### config.mk
export PLATFORM = sky130hd
export DESIGN_NAME = ncpe_div
export DESIGN_NICKNAME = d
export VERILOG_FILES = /design/src/ncpe_pkg.sv /design/src/ncpe_div.sv
export SDC_FILE = /design/constraint.sdc
export NUM_CORES = 1
export LEC_CHECK = 0
export ABC_AREA = 1
export BUFFER_PORTS_ARGS = -buffer_cell sky130_fd_sc_hd__buf_2
export CAP_MARGIN = 5
export CELL_PAD_IN_SITES_DETAIL_PLACEMENT = 1
export CELL_PAD_IN_SITES_GLOBAL_PLACEMENT = 2
export CORE_MARGIN = 2
export CORE_UTILIZATION = 35
export DETAILED_ROUTE_END_ITERATION = 10
export PLACE_DENSITY = 0.86
export SLEW_MARGIN = 20
export SYNTH_ARGS = -nofsm -noshare
export SYNTH_HDL_FRONTEND = slang
export SYNTH_SLANG_ARGS = --single-unit
### constraint.sdc
create_clock -name clock -period 13.2 [get_ports clock]
set_input_delay 1.32 -clock clock [delete_from_list [all_inputs] [get_ports clock]]
set_output_delay 1.32 -clock clock [all_outputs]
set_load 0.02 [all_outputs]
### src/ncpe_pkg.sv
`timescale 1ns / 1ps
// Shared types, widths and helpers for the rational B-spline point evaluator.
// No dependencies; imported by ncpe_div and nurbs_curve_point_eval.
package ncpe_pkg;

   localparam int DEF_MAX_VERTICES = 64;
   localparam int DEF_MAX_DEGREE   = 7;
   localparam int DEF_KNOT_DEPTH   = 72;

   localparam int ACC_W = 40;
   localparam int NUM_W = ACC_W + 16;
   localparam int DEN_W = ACC_W;

   typedef enum logic [1:0] {
      F_KNOT   = 2'd0,
      F_VERTEX = 2'd1,
      F_EVAL   = 2'd2,
      F_NONE   = 2'd3
   } func_type;

   localparam logic CSR_DEGREE = 1'b0;
   localparam logic CSR_COUNT  = 1'b1;

   typedef struct packed {
      logic                    start;
      logic signed [NUM_W-1:0] num;
      logic signed [DEN_W-1:0] den;
   } div_req_type;

   typedef struct packed {
      logic                    busy;
      logic                    done;
      logic signed [NUM_W-1:0] quot;
   } div_rsp_type;

   function automatic logic signed [31:0] sat32(input logic signed [63:0] x);
      if (x > 64'sd2147483647) return 32'sh7FFF_FFFF;
      if (x < -64'sd2147483648) return 32'sh8000_0000;
      return x[31:0];
   endfunction

   // round half up, then floor shift
   function automatic logic signed [63:0] rnd_shift(input logic signed [63:0] x,
                                                    input int unsigned k);
      logic signed [63:0] half;
      half = 64'sd1 <<< (k - 1);
      return (x + half) >>> k;
   endfunction

endpackage

### src/ncpe_div.sv
`timescale 1ns / 1ps
// Iterative signed divider, one quotient bit per cycle, truncates toward zero.
// Depends on ncpe_pkg for widths and request/response types.
module ncpe_div (
   input  logic                 clock,
   input  logic                 reset,
   input  ncpe_pkg::div_req_type req,
   output ncpe_pkg::div_rsp_type rsp
);
   import ncpe_pkg::*;

   localparam int CNT_W = $clog2(NUM_W);

   logic               busy_ff, done_ff, neg_ff;
   logic [CNT_W-1:0]   cnt_ff;
   logic [NUM_W-1:0]   quo_ff, quo_in;
   logic [DEN_W-1:0]   rem_ff, rem_in, dmag_ff;
   logic [DEN_W:0]     shifted, diff;
   logic               ge;

   always_comb begin
      shifted = {rem_ff, quo_ff[NUM_W-1]};
      diff    = shifted - {1'b0, dmag_ff};
      ge      = shifted >= {1'b0, dmag_ff};
      rem_in  = ge ? diff[DEN_W-1:0] : shifted[DEN_W-1:0];
      quo_in  = {quo_ff[NUM_W-2:0], ge};
   end

   always_ff @(posedge clock) begin
      if (reset) begin
         busy_ff <= 1'b0;
         done_ff <= 1'b0;
      end else begin
         done_ff <= 1'b0;
         if (!busy_ff && req.start) begin
            busy_ff <= 1'b1;
            cnt_ff  <= '0;
            rem_ff  <= '0;
            quo_ff  <= req.num[NUM_W-1] ? NUM_W'(-req.num) : NUM_W'(req.num);
            dmag_ff <= req.den[DEN_W-1] ? DEN_W'(-req.den) : DEN_W'(req.den);
            neg_ff  <= req.num[NUM_W-1] ^ req.den[DEN_W-1];
         end else if (busy_ff) begin
            rem_ff <= rem_in;
            quo_ff <= quo_in;
            cnt_ff <= cnt_ff + 1'b1;
            if (cnt_ff == CNT_W'(NUM_W - 1)) begin
               busy_ff <= 1'b0;
               done_ff <= 1'b1;
            end
         end
      end
   end

   assign rsp.busy = busy_ff;
   assign rsp.done = done_ff;
   assign rsp.quot = neg_ff ? -$signed(quo_ff) : $signed(quo_ff);

endmodule

==> results of run 1 <==
cell usage in the layout, fill, tap and decap left out, drive strengths merged, types with 2 or more instances in the layout:
cell type  instances
inv              333
a21oi             54
nor2             385
a21o               3
o21a               2
ha                44
nand3            125
edfxtp           143
or2                6
nand4             25
nor4               2
nor3              39
clkinvlp           2
nand2            671
buf              164
o31ai              3
clkinv             8
xor2             116
clkbuf            17
and3               4
a31oi             10
o21bai             6
dfxtp              2
nand3b            16
xnor2             26
o21ai            115
power by group:
| part | switching (mW) | leakage, nW | internal (mW) | total (mW) |
|---|---|---|---|---|
| registers | 0.0377 | 1.38 | 0.574 | 0.612 |
| logic | 0.423 | 5.88 | 0.194 | 0.617 |
| clock network | 0.234 | 0.277 | 0.265 | 0.498 |
worst max-delay path, delay by kind of cell (launching register included):
| family | cells | cell delay [ns] |
|---|---|---|
| AOI/OAI and AO/OA | 1 | 0.34 |
| xor gates and xnor gates | 1 | 0.22 |
| buffers and inverters | 1 | 0.20 |
| DFF | 1 | 0.49 |
| and+or+nand+nor | 6 | 1.22 |
how the worst max path moves through the flow:
| stage | cells past startpoint | endpoint | start |
|---|---|---|---|
| 5_1_grt | 9 | rsp[55] | quo_ff[6] |
| 3_5_place_dp | 6 | dmag_ff[10] | req[96] |
| 6_report | 9 | rsp[55] | quo_ff[6] |
| 4_1_cts | 9 | rsp[55] | quo_ff[6] |
| 2_1_floorplan | 2 | cnt_ff[0] | req[96] |
| 3_3_place_gp | 6 | dmag_ff[10] | req[96] |
layer usage:
metal / global-route usage [%] / wire (µm) / vias to the layer above
met2: 40.1 / 22800 / 279
met3: 3.58 / 2370 / 44
met4: 6.80 / 909 / 0
met1: 37.4 / 26400 / 6891
met5: 0 / 0 / -
li1: - / - / 7125
layout make-up:
type                            count  area, µm²
Clock buffer                       17        425
Inverter                          329       1240
Multi-Input combinational cell   1657       8170
Sequential cell                   145       4330
Clock inverter                     15        151
Timing Repair Buffer              164        853
Tap cell                          525        657
Fill cell                        5288      23700
kinds of logic after synthesis:
kind of cell               after synthesis  synth area share (%)
AOI/OAI and AO/OA                      195                  7.55
xor gates and xnor gates               142                  8.92
adders and majority gates               45                  4.09
buffers and inverters                  374                  10.4
DFF                                    145                  31.1
and+or+nand+nor                       1275                  37.9
stage by stage:
step | hold WS [ns] | cells | utilization, % | area (µm²)
final | 0.571 | 2852 | 40.0 | 15800
after global routing | 0.603 | 2852 | 40.0 | 15800
after detailed placement | 0.551 | 2819 | 38.5 | 15200
after global placement | 0.552 | 2819 | 38.5 | 15200
after CTS | 0.570 | 2851 | 40.0 | 15800
after floorplan | 0.470 | 2176 | - | 13900
registers in the layout, summed over array words and instances (netlist names):
name,cells
done_ff,1
quo_ff,56
neg_ff,1
busy_ff,1
dmag_ff,40
cnt_ff,6
rem_ff,40
==> reports/metrics.cfg, run 1 <==
[logic_synthesis]
ys_warn_count=0
ys_ff_latch=145
ys.flop_type=edfxtp_1
synth_edf_count=143
synth_top_cell_area_share_pct=30.8
synth.distinct_cells=48
async_flop_share_pct=0
avgSynthCellArea_um2=6.41
netlist_instances=2176
ys_seq_area_share_pct=31.1
syn-cell-area_um2=13900
synth_area_leaders=edfxtp_1 31%, nand2_1 18%, nor2_1 9.8%, inv_1 8.7%, xor2_1 7.3%
post-synth-top-count-cell=nand2_1
synth_top_area_cell=edfxtp_1
yosys-top-cells-count=660 x nand2_1, 365 x nor2_1, 324 x inv_1
synth_nets=2320

[die]
core_um2=39500
die_area_um2=41400
die_w_um=204
dieHeight_um=204
io_pins=157
start_util_pct=35.2
rows=73

[placement]
numPortBuffers=156
dpl.hpwl_um=42700
globalplace.congestion=0.931
pre_cts_slack_ns=8.70

[clock_network]
insertion_delay_ns=0.46
cts_root_buffer=clkbuf_16
h-tree-depth=4
numCtsBuffers=17
postCtsSetupRepairBufs=0
cts_resized=0
clk_path_buf_depth=2
cts_tree=built
clk_pin_slew_worst_paths_ns=0.07
cts_hold_buf=0
cts.sink_count=145

[global_routing]
grt_pass1_wl_um=82200
grt_max_degree=63
grt-ovfl-total=0
grt_pass1_vias=14500
grt_util_all_layers_pct=25.8
antenna_found_initial=0

[power]
finalPower_mw=1.73
p_per_area_nw_per_um2=109
leakagePower_nw=7.53
vdd_drop_max_mv=0.0861

[setup_path]
cp_slowest_cell=edfxtp_1
max_stage_delay_ns=0.49
critPathMaxFanout=5
crit_chain=nor2_2 -> nand2_1 -> nor3_4 -> nand3_2 -> nor2_1 -> nand2_1 -> o21ai_1 -> xor2_1 -> buf_2
crit_top_cell=nand2_1
worstPathRequired_ns=11.88
critPathLaunchType=register
path_class=register to output pin
arrival_ns=2.94
worst-r2r-cell-count=12
crit_path_end_kind=output pin
r2r_end=rem_ff[9]
r2r_start=rem_ff[7]
reg2reg_setup_slack_ns=9.95

[detailed_routing]
viasPerCell=5.03
drtAntennaViolNets=0
drc=0
post_drt_wl_per_cell_um=18.4
wl_um=52600
dr.pass1.iters=5
drtIter0Drc=991
vias=14300

[timing]
fin_ws_ns=8.94
period_needed_ns=4.26
hold_violations=0
fmax_mhz=235
tightestPinTransition_ns=0.874
post-route-period-util_pct=32.3
skew_ns=0.0129
slew_viol_final=0
tns_ns=0
slew_headroom_pct=41.7
rsz0062_at_grt=false
setup_viol=0

[min_path]
worstHoldPathCells=2
hold_path.startpoint=quo_ff[45]
holdCritPathClass=register to register
hold_end=quo_ff[46]

[job]
maxCapViolCount=0

[cells_and_area]
antennaDiodeCount=0
drive_gt1_share_pct=10.7
area_growth_pct=13.6
nets=2458

[status]
status=finished, final reports clean

Power figures use the tool's default switching activity.
==> run 2, diff against run 1 <==
--- a/config.mk
+++ b/config.mk
@@ -5,15 +5,15 @@
 export SDC_FILE = /design/constraint.sdc
 export NUM_CORES = 1
 export LEC_CHECK = 0
-export ABC_AREA = 1
+export ABC_AREA = 0
 export BUFFER_PORTS_ARGS = -buffer_cell sky130_fd_sc_hd__buf_2
 export CAP_MARGIN = 5
 export CELL_PAD_IN_SITES_DETAIL_PLACEMENT = 1
 export CELL_PAD_IN_SITES_GLOBAL_PLACEMENT = 2
 export CORE_MARGIN = 2
-export CORE_UTILIZATION = 35
+export CORE_UTILIZATION = 32
 export DETAILED_ROUTE_END_ITERATION = 10
-export PLACE_DENSITY = 0.86
+export PLACE_DENSITY = 0.77
 export SLEW_MARGIN = 20
 export SYNTH_ARGS = -nofsm -noshare
 export SYNTH_HDL_FRONTEND = slang
==> constraint.sdc (replaced) <==
create_clock -name clock -period 3.8 [get_ports clock]
set_input_delay 0.38 -clock clock [delete_from_list [all_inputs] [get_ports clock]]
set_output_delay 0.38 -clock clock [all_outputs]
set_load 0.02 [all_outputs]
==> run 2 against run 1 <==
Net effect:
- first-iteration DRC count is 46% lower
- clock skew is 0.0026 ns lower
- worst hold slack worse by 0.40 ns
- via count is 32% lower
- count of clock-buffer cells in the layout is 6 higher
- wire length is 36% lower
- critical path type unchanged
- largest power group is now registers
==> reports/metrics.cfg, run 2 <==
[setup_path]
cp_num_cells=8
arrival_ns=3.24
cp_slowest_cell=or4_4
crit_chain=or4_4 -> nor4_2 -> nand4b_1 -> buf_4 -> or2_2 -> o41ai_1 -> xnor2_1 -> buf_2
r2r_start=quo_ff[55]
crit_buf_inv=2
max_stage_delay_ns=0.58
r2r_end=rem_ff[34]
path_class=register to output pin
crit_end=rsp[34]
worst-r2r-cell-count=12
crit_path_end_kind=output pin
critPathMaxFanout=5
critPathLaunchType=register
worstPathRequired_ns=3.42
reg2reg_setup_slack_ns=0.31
critPathLaunch=quo_ff[5]
path_delay_family=simple AND/OR/NAND/NOR gates

[die]
start_util_pct=32.3
die_w_um=190
dieHeight_um=190
core_um2=34400
io_pins=157
die_area_um2=36200
rows=68

[clock_network]
clk_pin_slew_worst_paths_ns=0.06
insertion_delay_ns=0.43
numCtsBuffers=17
cts_hold_buf=0
h-tree-depth=4
postCtsSetupRepairBufs=0
clk_path_buf_depth=2
cts_tree=built
cts_root_buffer=clkbuf_16
cts.sink_count=145

[logic_synthesis]
yosys-top-cells-count=172 x nand2_1, 143 x edfxtp_1, 136 x o21ai_0
synth_top_cell_area_share_pct=38.7
ys_seq_area_share_pct=39.0
synth_edf_count=143
netlist_instances=1253
syn-cell-area_um2=11100
avgSynthCellArea_um2=8.86
ys.flop_type=edfxtp_1
async_flop_share_pct=0
post-synth-top-count-cell=nand2_1
synth_top_area_cell=edfxtp_1
synth.distinct_cells=56
ys_ff_latch=145
synth_area_leaders=edfxtp_1 39%, xnor2_1 8.0%, xor2_1 6.2%, o21ai_0 6.1%, nand2_1 5.8%
synth_nets=1397
ys_warn_count=0

[cells_and_area]
layout_common_cells=171 x nand2_1, 156 x buf_2, 143 x edfxtp_1
nets=1535
largest_register_ffs=56
top_regs=quo_ff (56), dmag_ff (40), rem_ff (40)
area_growth_pct=18.2
num-fill-cells=4070
drive_gt1_share_pct=16.9
max_flop_register=quo_ff
layout_commonest_cell=nand2_1

[timing]
fin_ws_ns=0.178
slew_headroom_pct=29.3
tns_ns=0
skew_ns=0.0103
hold_violations=0
post-route-period-util_pct=95.3
period_needed_ns=3.62
rsz0062_at_grt=false
setup_viol=0
fmax_mhz=276
slew_viol_final=0
tightestPinTransition_ns=1.06

[detailed_routing]
wl_um=33800
drtIter0Drc=531
vias=9766
drtAntennaViolNets=0
drc=0
dr.pass1.iters=7
post_drt_wl_per_cell_um=18.1
viasPerCell=5.23

[placement]
numPortBuffers=156
dpl.hpwl_um=25700
globalplace.congestion=0.812
pre_cts_slack_ns=0.131

[power]
finalPower_mw=5.55
p_per_area_nw_per_um2=423
vdd_drop_max_mv=0.322
leakagePower_nw=5.03

[global_routing]
grt_pass1_vias=9900
grt_util_all_layers_pct=18.6
grt_pass1_wl_um=53300
antenna_found_initial=9
grt-ovfl-total=0
grt_max_degree=86

[min_path]
holdCritPathClass=input pin to register

[status]
status=finished, final reports clean

[job]
maxCapViolCount=0

run 2: changes by cell type in the layout (fill, tap and decap cells not counted), moves of 20 or more:
cell,previous run,this run
nand2_1,660,171
nor2_1,363,73
inv_1,323,64
nand3_1,121,21
xnor2_1,26,102
o21ai_0,97,136
xor2_1,116,79
o31ai_1,3,35
a21oi_1,51,78
or4_1,0,27
nor3_1,37,13
o41ai_1,0,20
or3_1,0,20
run 2: cell type report:
type                            instances  area, µm²  share of cell area (%)
Multi-Input combinational cell        984       6370                    48.5
Sequential cell                       145       4330                    33.0
Timing Repair Buffer                  179        966                    7.36
Tap cell                              455        569                    4.34
Clock buffer                           23        468                    3.57
Inverter                               64        240                    1.83
Clock inverter                          9        156                    1.19
Antenna cell                            7       17.5                   0.134
run 2: metrics by stage:
| stage | hold WS (ns) | cell area, µm² | cells | utilization [%] |
|---|---|---|---|---|
| after floorplan | 0.452 | 11100 | 1253 | - |
| after global placement | 0.582 | 12400 | 1827 | 36.1 |
| after detailed placement | 0.581 | 12400 | 1827 | 36.1 |
| after CTS | 0.148 | 13100 | 1859 | 38.0 |
| after global routing | 0.156 | 13100 | 1866 | 38.2 |
| final | 0.170 | 13100 | 1866 | 38.2 |
run 2: cells by family (layout without fill, tap and decap cells):
kind of cell	after synthesis	count (layout)	share of synthesized area, %
other	0	7	0
multiplexers	9	9	0.811
XOR/XNOR	181	181	14.3
AND/OR/NAND/NOR	406	406	17.6
flip-flops	145	145	39.0
adder cells (fa/ha/maj)	45	45	5.14
AO/OA/AOI/OAI	343	343	18.8
buffers and inverters	124	275	4.36
run 2: worst min-delay path by stage:
stage	start	endpoint	slack, ns	cells after the start
floorplan	reset	done_ff	0.45	1
global placement	quo_ff[1]	quo_ff[2]	0.58	2
detailed placement	quo_ff[1]	quo_ff[2]	0.58	2
CTS	req[0]	dmag_ff[0]	0.15	1
global route	req[0]	dmag_ff[0]	0.16	1
finish	req[0]	dmag_ff[0]	0.17	1
run 2: worst register-to-register path, stage by stage (launching register included):
cell       delay (ns)
edfxtp_1         0.39
inv_1            0.06
ha_1             0.23
fa_1             0.42
nor2b_1          0.19
o2111ai_1        0.17
a2111oi_1        0.73
or3_1            0.23
o21ai_0          0.23
o21ai_0          0.30
xor2_1           0.18
nand2_1          0.07
a21oi_1          0.15
run 2: routing by layer:
layer	GRT usage, %	share of wire (%)	wire length [µm]
met5	0	0.033	11
met4	4.86	1.5	517
met1	25.3	48	16300
met3	2.41	2.8	962
met2	31.1	47	16000
run 2: what timing repair did:
action / CTS / global route
resized for setup: 3 / 9
endpoints found under the setup margin: 7 / 13
pin swaps: 0 / 1
cloned: 0 / 0
run 2: where the power goes:
| group | leakage (nW) | switching (mW) | internal [mW] |
|---|---|---|---|
| Clock | 0.294 | 0.693 | 1.14 |
| Combinational | 3.36 | 1.00 | 0.632 |
| Sequential | 1.38 | 0.120 | 1.97 |
| Total | 5.03 | 1.81 | 3.74 |
